--- src/ftr_pkg.sv ---
// ftr_pkg: shared types and constants for the first-touch renumbering block
// no dependencies; imported by every module of the block
`default_nettype none

package ftr_pkg;

	// data index space and taken store geometry
	localparam int MAX_DATA = 1024;
	localparam int IDX_W    = 10;
	localparam int CNT_W    = IDX_W + 1;
	localparam int WORD_W   = 32;
	localparam int BIT_AW   = 5;
	localparam int ROWS     = MAX_DATA / WORD_W;
	localparam int ROW_AW   = IDX_W - BIT_AW;

	// operation codes
	localparam logic [1:0] OP_TOUCH   = 2'd0;
	localparam logic [1:0] OP_DRAIN   = 2'd1;
	localparam logic [1:0] OP_RESTART = 2'd2;
	localparam logic [1:0] OP_UNUSED  = 2'd3;

	typedef logic [WORD_W-1:0] row_t;

	typedef enum logic [1:0] {
		ST_CLEAR,
		ST_IDLE,
		ST_TOUCH,
		ST_DRAIN
	} ftr_state_t;

	// taken store access request
	typedef struct packed {
		logic              we;
		logic [ROW_AW-1:0] waddr;
		row_t              wdata;
		logic              re;
		logic [ROW_AW-1:0] raddr;
	} ram_req_t;

endpackage

`default_nettype wire

--- src/first_touch_renumbering.sv ---
// first_touch_renumbering: top level of the first-touch data renumbering block
// holds the num_data register; instantiates ftr_ctrl and ftr_taken_ram; uses ftr_pkg
//
// Builds a data reordering permutation. A transaction is taken when start is high and
// busy is low. Touch (operation 0) maps a first-touched data_index below num_data to the
// next new number; repeat or out-of-range touches give no result. Drain (operation 1)
// hands out the lowest untouched index with the next new number, or all_done once none
// is left. Restart (operation 2) clears the taken store and counters; operation 3 does
// nothing. Each result shows for exactly one cycle with strobe high and cannot be held
// off by the receiver. A touch reads its row of the taken store and, on a first touch,
// writes it back; a drain scans the taken store one 32-index row at a time; a restart,
// and reset, run a clearing pass over all 32 rows (one row per cycle) with busy high.
// The row store has a single read and a single write port. num_data may be written at
// any idle time, takes effect at once, and values above 1024 act as 1024.
`default_nettype none

module first_touch_renumbering (
	input  logic                      clk,
	input  logic                      arst_n,
	// transaction in
	input  logic                      start,
	output logic                      busy,
	input  logic [1:0]                operation,
	input  logic [ftr_pkg::IDX_W-1:0] data_index,
	// configuration
	input  logic                      num_data_we,
	input  logic [ftr_pkg::CNT_W-1:0] num_data,
	// results
	output logic                      strobe,
	output logic [ftr_pkg::IDX_W-1:0] old_index,
	output logic [ftr_pkg::IDX_W-1:0] new_index,
	output logic                      all_done
);
	import ftr_pkg::*;

	logic [CNT_W-1:0] num_data_q;
	logic [CNT_W-1:0] active_n;
	ram_req_t         ram_req;
	row_t             rd_row;

	// register write is not guarded; the user must write it only while idle
	always_ff @(posedge clk or negedge arst_n) begin
		if (!arst_n) begin
			num_data_q <= CNT_W'(MAX_DATA);
		end else if (num_data_we) begin
			num_data_q <= num_data;
		end
	end

	// effective count saturates at the store size
	assign active_n = (num_data_q > CNT_W'(MAX_DATA)) ? CNT_W'(MAX_DATA) : num_data_q;

	ftr_ctrl u_ctrl (
		.clk        (clk),
		.arst_n     (arst_n),
		.start      (start),
		.operation  (operation),
		.data_index (data_index),
		.active_n   (active_n),
		.rd_row     (rd_row),
		.ram_req    (ram_req),
		.busy       (busy),
		.strobe     (strobe),
		.old_index  (old_index),
		.new_index  (new_index),
		.all_done   (all_done)
	);

	// one taken bit per data index, 32 per row
	ftr_taken_ram u_taken_ram (
		.clk    (clk),
		.req    (ram_req),
		.rd_row (rd_row)
	);

endmodule

`default_nettype wire

--- src/ftr_taken_ram.sv ---
// ftr_taken_ram: taken bit store, one row of taken bits per entry
// one write port, one read port with registered read data; uses ftr_pkg
`default_nettype none

module ftr_taken_ram (
	input  logic              clk,
	input  ftr_pkg::ram_req_t req,
	output ftr_pkg::row_t     rd_row
);
	import ftr_pkg::*;

	row_t mem [ROWS];

	always_ff @(posedge clk) begin
		if (req.we) begin
			mem[req.waddr] <= req.wdata;
		end
	end

	always_ff @(posedge clk) begin
		if (req.re) begin
			rd_row <= mem[req.raddr];
		end
	end

endmodule

`default_nettype wire

--- src/ftr_ctrl.sv ---
// ftr_ctrl: sequencer for touch, drain and restart transactions
// read-modify-write of taken rows, row scan for drains, clearing pass; uses ftr_pkg
`default_nettype none

module ftr_ctrl (
	input  logic                        clk,
	input  logic                        arst_n,
	input  logic                        start,
	input  logic [1:0]                  operation,
	input  logic [ftr_pkg::IDX_W-1:0]   data_index,
	input  logic [ftr_pkg::CNT_W-1:0]   active_n,
	input  ftr_pkg::row_t               rd_row,
	output ftr_pkg::ram_req_t           ram_req,
	output logic                        busy,
	output logic                        strobe,
	output logic [ftr_pkg::IDX_W-1:0]   old_index,
	output logic [ftr_pkg::IDX_W-1:0]   new_index,
	output logic                        all_done
);
	import ftr_pkg::*;

	ftr_state_t         state_q, state_d;
	logic [ROW_AW-1:0]  clr_cnt_q, clr_cnt_d;
	logic [IDX_W-1:0]   idx_q, idx_d;
	logic [CNT_W-1:0]   next_num_q, next_num_d;
	logic [CNT_W-1:0]   scan_q, scan_d;
	logic               strobe_q, strobe_d;
	logic [IDX_W-1:0]   old_q, old_d;
	logic [IDX_W-1:0]   new_q, new_d;
	logic               done_q, done_d;

	// drain scan of the current row
	row_t               masked_row;
	logic [BIT_AW-1:0]  first_zero;
	logic               zero_found;
	logic [IDX_W-1:0]   drain_pos;
	logic               drain_hit;
	logic [ROW_AW:0]    row_inc;
	logic [CNT_W-1:0]   next_base;
	logic               scan_end;

	logic               touch_ok;
	logic               drain_start;
	logic               clr_last;

	assign touch_ok    = {1'b0, data_index} < active_n;
	assign drain_start = scan_q < active_n;
	assign clr_last    = clr_cnt_q == ROW_AW'(ROWS - 1);

	always_comb begin
		masked_row = rd_row | ((row_t'(1) << scan_q[BIT_AW-1:0]) - row_t'(1));
		first_zero = '0;
		zero_found = 1'b0;
		for (int i = WORD_W - 1; i >= 0; i--) begin
			if (!masked_row[i]) begin
				first_zero = BIT_AW'(i);
				zero_found = 1'b1;
			end
		end
		drain_pos = {scan_q[IDX_W-1:BIT_AW], first_zero};
		drain_hit = zero_found && ({1'b0, drain_pos} < active_n);
		row_inc   = {1'b0, scan_q[IDX_W-1:BIT_AW]} + (ROW_AW + 1)'(1);
		next_base = {row_inc, {BIT_AW{1'b0}}};
		scan_end  = next_base >= active_n;
	end

	// next state
	always_comb begin
		state_d = state_q;
		unique case (state_q)
			ST_CLEAR: begin
				if (clr_last) begin
					state_d = ST_IDLE;
				end
			end
			ST_IDLE: begin
				if (start) begin
					if (operation == OP_TOUCH && touch_ok) begin
						state_d = ST_TOUCH;
					end else if (operation == OP_DRAIN && drain_start) begin
						state_d = ST_DRAIN;
					end else if (operation == OP_RESTART) begin
						state_d = ST_CLEAR;
					end
				end
			end
			ST_TOUCH: state_d = ST_IDLE;
			ST_DRAIN: begin
				if (drain_hit || scan_end) begin
					state_d = ST_IDLE;
				end
			end
			default: state_d = ST_IDLE;
		endcase
	end

	// datapath and outputs
	always_comb begin
		ram_req    = '0;
		clr_cnt_d  = clr_cnt_q;
		idx_d      = idx_q;
		next_num_d = next_num_q;
		scan_d     = scan_q;
		strobe_d   = 1'b0;
		old_d      = '0;
		new_d      = '0;
		done_d     = 1'b0;
		unique case (state_q)
			ST_CLEAR: begin
				ram_req.we    = 1'b1;
				ram_req.waddr = clr_cnt_q;
				ram_req.wdata = '0;
				clr_cnt_d     = clr_cnt_q + ROW_AW'(1);
			end
			ST_IDLE: begin
				if (start) begin
					unique case (operation)
						OP_TOUCH: begin
							idx_d         = data_index;
							ram_req.re    = touch_ok;
							ram_req.raddr = data_index[IDX_W-1:BIT_AW];
						end
						OP_DRAIN: begin
							if (drain_start) begin
								ram_req.re    = 1'b1;
								ram_req.raddr = scan_q[IDX_W-1:BIT_AW];
							end else begin
								strobe_d = 1'b1;
								done_d   = 1'b1;
							end
						end
						OP_RESTART: begin
							next_num_d = '0;
							scan_d     = '0;
							clr_cnt_d  = '0;
						end
						default: ;
					endcase
				end
			end
			ST_TOUCH: begin
				if (!rd_row[idx_q[BIT_AW-1:0]]) begin
					ram_req.we    = 1'b1;
					ram_req.waddr = idx_q[IDX_W-1:BIT_AW];
					ram_req.wdata = rd_row | (row_t'(1) << idx_q[BIT_AW-1:0]);
					strobe_d      = 1'b1;
					old_d         = idx_q;
					new_d         = next_num_q[IDX_W-1:0];
					next_num_d    = next_num_q + CNT_W'(1);
				end
			end
			ST_DRAIN: begin
				if (drain_hit) begin
					ram_req.we    = 1'b1;
					ram_req.waddr = drain_pos[IDX_W-1:BIT_AW];
					ram_req.wdata = rd_row | (row_t'(1) << first_zero);
					strobe_d      = 1'b1;
					old_d         = drain_pos;
					new_d         = next_num_q[IDX_W-1:0];
					next_num_d    = next_num_q + CNT_W'(1);
					scan_d        = {1'b0, drain_pos} + CNT_W'(1);
				end else if (scan_end) begin
					strobe_d = 1'b1;
					done_d   = 1'b1;
					scan_d   = active_n;
				end else begin
					scan_d        = next_base;
					ram_req.re    = 1'b1;
					ram_req.raddr = next_base[IDX_W-1:BIT_AW];
				end
			end
			default: ;
		endcase
	end

	always_ff @(posedge clk or negedge arst_n) begin
		if (!arst_n) begin
			state_q    <= ST_CLEAR;
			clr_cnt_q  <= '0;
			next_num_q <= '0;
			scan_q     <= '0;
			strobe_q   <= 1'b0;
		end else begin
			state_q    <= state_d;
			clr_cnt_q  <= clr_cnt_d;
			next_num_q <= next_num_d;
			scan_q     <= scan_d;
			strobe_q   <= strobe_d;
		end
	end

	always_ff @(posedge clk) begin
		idx_q  <= idx_d;
		old_q  <= old_d;
		new_q  <= new_d;
		done_q <= done_d;
	end

	assign busy      = state_q != ST_IDLE;
	assign strobe    = strobe_q;
	assign old_index = old_q;
	assign new_index = new_q;
	assign all_done  = done_q;

endmodule

`default_nettype wire

--- config.mk ---
export PLATFORM = sky130hd
export DESIGN_NAME = first_touch_renumbering
export DESIGN_NICKNAME = d
export VERILOG_FILES = /design/src/ftr_pkg.sv /design/src/first_touch_renumbering.sv /design/src/ftr_taken_ram.sv /design/src/ftr_ctrl.sv
export SDC_FILE = /design/constraint.sdc
export NUM_CORES = 2
export LEC_CHECK = 0
export BUFFER_PORTS_ARGS = -buffer_cell sky130_fd_sc_hd__buf_2
export CAP_MARGIN = 30
export CORE_UTILIZATION = 57
export DETAILED_ROUTE_END_ITERATION = 6
export PLACE_DENSITY = 0.76
export SLEW_MARGIN = 5
export SYNTH_ARGS = -nofsm -noshare
export SYNTH_HDL_FRONTEND = slang
export SYNTH_HIERARCHICAL = 1
export SYNTH_SLANG_ARGS = --single-unit
--- constraint.sdc ---
create_clock -name clk -period 7.7 [get_ports clk]
set_input_delay 0.77 -clock clk [delete_from_list [all_inputs] [get_ports clk]]
set_output_delay 0.77 -clock clk [all_outputs]
set_load 0.005 [all_outputs]
==> flow_metrics.py <==
metrics = {
    "run_status": {
        "status": "finished, final reports clean",
    },
    "clock_tree": {
        "cts_max_level": 3,
        "postCtsSetupBuffers": 0,
        "cts_max_path_buffers": 3,
        "clock_sinks": 1127,
        "clk_pin_slew_ps": 60,
        "root_buffer": "clkbuf_16",
        "numCtsBuffers": 110,
        "cts_tree": "done",
        "clk-insertion-delay-late_ps": 710,
    },
    "timing": {
        "min_period_ps": 7330,
        "setup_viol": 0,
        "drv_slew": 0,
        "fin_crit_sh_pct": 95.2,
        "finalHoldViolations": 0,
        "timing.final.ws_setup_ps": 369,
        "slew_headroom_pct": 26.8,
        "tightest_slew_ps": 1100,
        "rsz0062_at_grt": "no",
        "finalClockSkew_ps": 45.6,
        "timing.fmax_mhz": 136,
        "setup-tns-final_ps": 0,
    },
    "logic_synthesis": {
        "yosys_warnings": 6,
        "ys_types": 98,
        "synth_edf_count": 1066,
        "synth_top_area_cell": "edfxtp_1",
        "synth_fp_nets": 3115,
        "synthCells": 3048,
        "synth_flop_cell": "edfxtp_1",
        "syn_area_per_cell_sq_um": 15.6,
        "synthesis.area_sq_um": 47500,
        "ys_ff_latch": 1127,
        "ys_seq_area_share_pct": 70.4,
        "synth_async_sr_flop_share_pct": 3.55,
        "synth_top_area_share_pct": 67.4,
        "synthTopCellsByArea": "edfxtp_1 (67%), mux2i_1 (11%), dfrtp_1 (2.1%)",
    },
    "finish": {
        "seq_area_sq_um": 33400,
        "drive_above_1_share_pct": 15.4,
        "multi_input_area_sq_um": 13300,
        "nNetsFinal": 3270,
        "area_growth_pct": 13.6,
        "final-instance-count-excl-fill": 4363,
        "fillerInstances": 5590,
    },
    "power": {
        "p_total_w": 0.0165,
        "pwr_density_cell_nw_per_um2": 307,
        "peakVddDrop_v": 0.000206,
        "p_leak_nw": 17.4,
    },
    "placed_design": {
        "dp_hpwl_microns": 82100,
        "gp_congestion": 0.975,
        "place_ws_ps": 227,
        "placed_cells": 4158,
        "portBuffers": 49,
    },
    "die": {
        "die_x_microns": 291,
        "ios": 50,
        "die_area_sq_um": 84400,
        "row_count": 105,
        "start_util_pct": 57.7,
        "dieHeight_microns": 291,
        "core-area_sq_um": 82200,
    },
    "setup_path": {
        "endpoint": "u_taken_ram/rd_row[21]$_DFFE_PP_",
        "end_kind": "flop",
        "critPathLaunch": "u_ctrl/scan_q[2]$_DFFE_PN0P_",
        "crit_required_ps": 8100,
        "regToRegStartpoint": "u_ctrl/scan_q[2]$_DFFE_PN0P_",
        "reg2reg_setup_slack_ps": 370,
        "startpoint_type": "flop",
        "path_max_fanout": 47,
        "reg2reg_to": "u_taken_ram/rd_row[21]$_DFFE_PP_",
        "cp.arrival_ps": 7730,
        "r2r_cells": 25,
        "worstSetupPathType": "reg -> reg",
    },
    "detailed_routing": {
        "vias_per_cell": 6.68,
        "first_pass_iters": 6,
        "drc": 0,
        "drtIter0Drc": 3448,
        "wirelength_microns": 132000,
        "wl_met3_microns": 12900,
        "wl_per_cell_microns": 30.2,
        "route.met2.wl_microns": 62800,
        "drtAntennaViolNets": 0,
        "wl_met1_microns": 51000,
        "dr.max_layer_used": "met4",
        "via_count": 29125,
    },
    "global_routing": {
        "grt_pass1_wl_microns": 192000,
        "grt_start_max_net_pins": 66,
        "overflow": 0,
        "antenna_found_initial": 1,
        "grt_pass1_vias": 28848,
        "grtUsageTotal_pct": 31.1,
    },
    "job": {
        "cap_viol_max_count": 0,
    },
    "worst_hold_path": {
        "min_path_cells": 1,
        "min_from": "data_index[3]",
        "worstHoldPathType": "in -> reg",
    },
}
[routing by layer]
metal  vias up  track usage [%]
met4         0             11.7
met1     14713             42.7
li1      12304                -
met3       273             5.03
met5         -                0
met2      1835             50.2
[sequential cells by signal, indices dropped and copies added, names as in the netlist]
register	count
u_taken_ram/rd_row	32
u_ctrl/old_index	10
u_ctrl/next_num_q	10
u_taken_ram/mem	1024
num_data_q	11
u_ctrl/strobe	1
u_ctrl/scan_q	11
u_ctrl/new_index	10
u_ctrl/idx_q	10
u_ctrl/clr_cnt_q	5
u_ctrl/all_done	1
u_ctrl/state_q	2
[cells in the final DEF, fill, tap and decap left out, types with 13 or more instances in the layout]
cell | synthesis | layout
edfxtp_1 | 1066 | 1066
mux2i_1 | 516 | 516
nand2_1 | 189 | 188
a21oi_1 | 132 | 132
nand3_1 | 122 | 122
buf_4 | 45 | 118
clkbuf_16 | 0 | 110
a22oi_1 | 110 | 110
a22o_1 | 73 | 73
buf_12 | 0 | 51
buf_2 | 37 | 49
nor2_1 | 82 | 49
nor3_1 | 47 | 47
dfrtp_1 | 39 | 39
inv_1 | 39 | 39
ha_1 | 40 | 39
a31oi_1 | 36 | 35
nor2_4 | 0 | 33
o21ai_0 | 33 | 27
clkbuf_1 | 63 | 25
clkinv_1 | 1 | 21
dfxtp_1 | 21 | 21
nor2b_1 | 22 | 20
o221ai_2 | 0 | 18
clkinv_2 | 1 | 17
a21o_1 | 17 | 17
and2_1 | 15 | 14
nand2b_1 | 15 | 13
and3_1 | 13 | 13
[metrics by stage]
stage                     hold slack [ps]  utilization, %  instance area, sq um
after global routing                  273            65.6                 53900
after floorplan                       444               -                 47500
after detailed placement              494            61.2                 50300
final                                 293            65.6                 53900
after CTS                             236            65.5                 53900
after global placement                488            61.2                 50300
[where the power goes]
| group | switching [W] | internal [W] |
|---|---|---|
| sequential | 0.000271 | 0.00740 |
| combinational | 0.00241 | 0.00119 |
| clock | 0.00232 | 0.00296 |
| total | 0.00499 | 0.0116 |
[cells in the mapped netlist (all sizes together) (17+ instances only)]
cell    instances
ha             40
mux2i         516
a21o           17
a21oi         135
a22oi         110
clkbuf         66
a22o           73
buf           110
nor2           82
nand3         122
nor2b          22
dfrtp          39
o221ai         21
nor3           50
inv            40
nand2         192
a31oi          37
o21ai          39
edfxtp       1066
dfxtp          21
[how the worst min path moves through the flow]
stage	endpoint	slack, ps
global route	u_ctrl/idx_q[0]$_DFFE_PP_	270
CTS	num_data_q[8]$_DFFE_PN0P_	240
finish	u_ctrl/idx_q[3]$_DFFE_PP_	290
detailed placement	num_data_q[9]$_DFFE_PN0P_	490
global placement	num_data_q[1]$_DFFE_PN0P_	490
floorplan	u_ctrl/old_index[5]$_DFF_P_	440
[critical path, stage by stage, from the launching register on]
cell,delay (ps)
dfrtp_1,490
nor3_1,420
nand2b_1,130
ha_2,370
or4_1,560
a21o_1,200
a31o_1,280
nor4_2,240
or3b_1,360
o211a_1,300
ha_1,310
nor2b_1,130
o21ai_0,190
nand2b_1,90
a22o_1,230
a41oi_4,330
a31oi_2,170
nand2_1,290
o22ai_1,160
buf_4,180
nor2_4,450
buf_12,360
a22o_1,220
nor3_1,80
a31oi_1,300
nand3_1,130
[timing repair]
| item | in CTS | in global routing |
|---|---|---|
| resized for setup | 0 | 3 |
| hold endpoints to repair | 0 | 7 |
| hold buffers | 0 | 1 |
| endpoints found under the setup margin | 0 | 4 |
[final cells by class]
type	count	share of cell area, %
sequential	1127	62.0
clock buffer	135	5.28
antenna	1	0.00464
clock inverter	66	1.32
tap	1070	2.48
inverter	42	0.295
multi-input combinational	1703	24.6
timing repair buffer	219	4.01
[cell families (layout without fill, tap and decap cells)]
group,Yosys count,count (layout),synth area share [%]
flops,1127,1127,70.4
buf+inv,218,462,2.53
mux,538,538,11.7
simple gates,592,592,6.24
other cells,0,1,0
fa+ha+maj,40,40,1.05
xor+xnor,10,10,0.185
compound gates,523,523,7.88
Power figures use the tool's default switching activity.
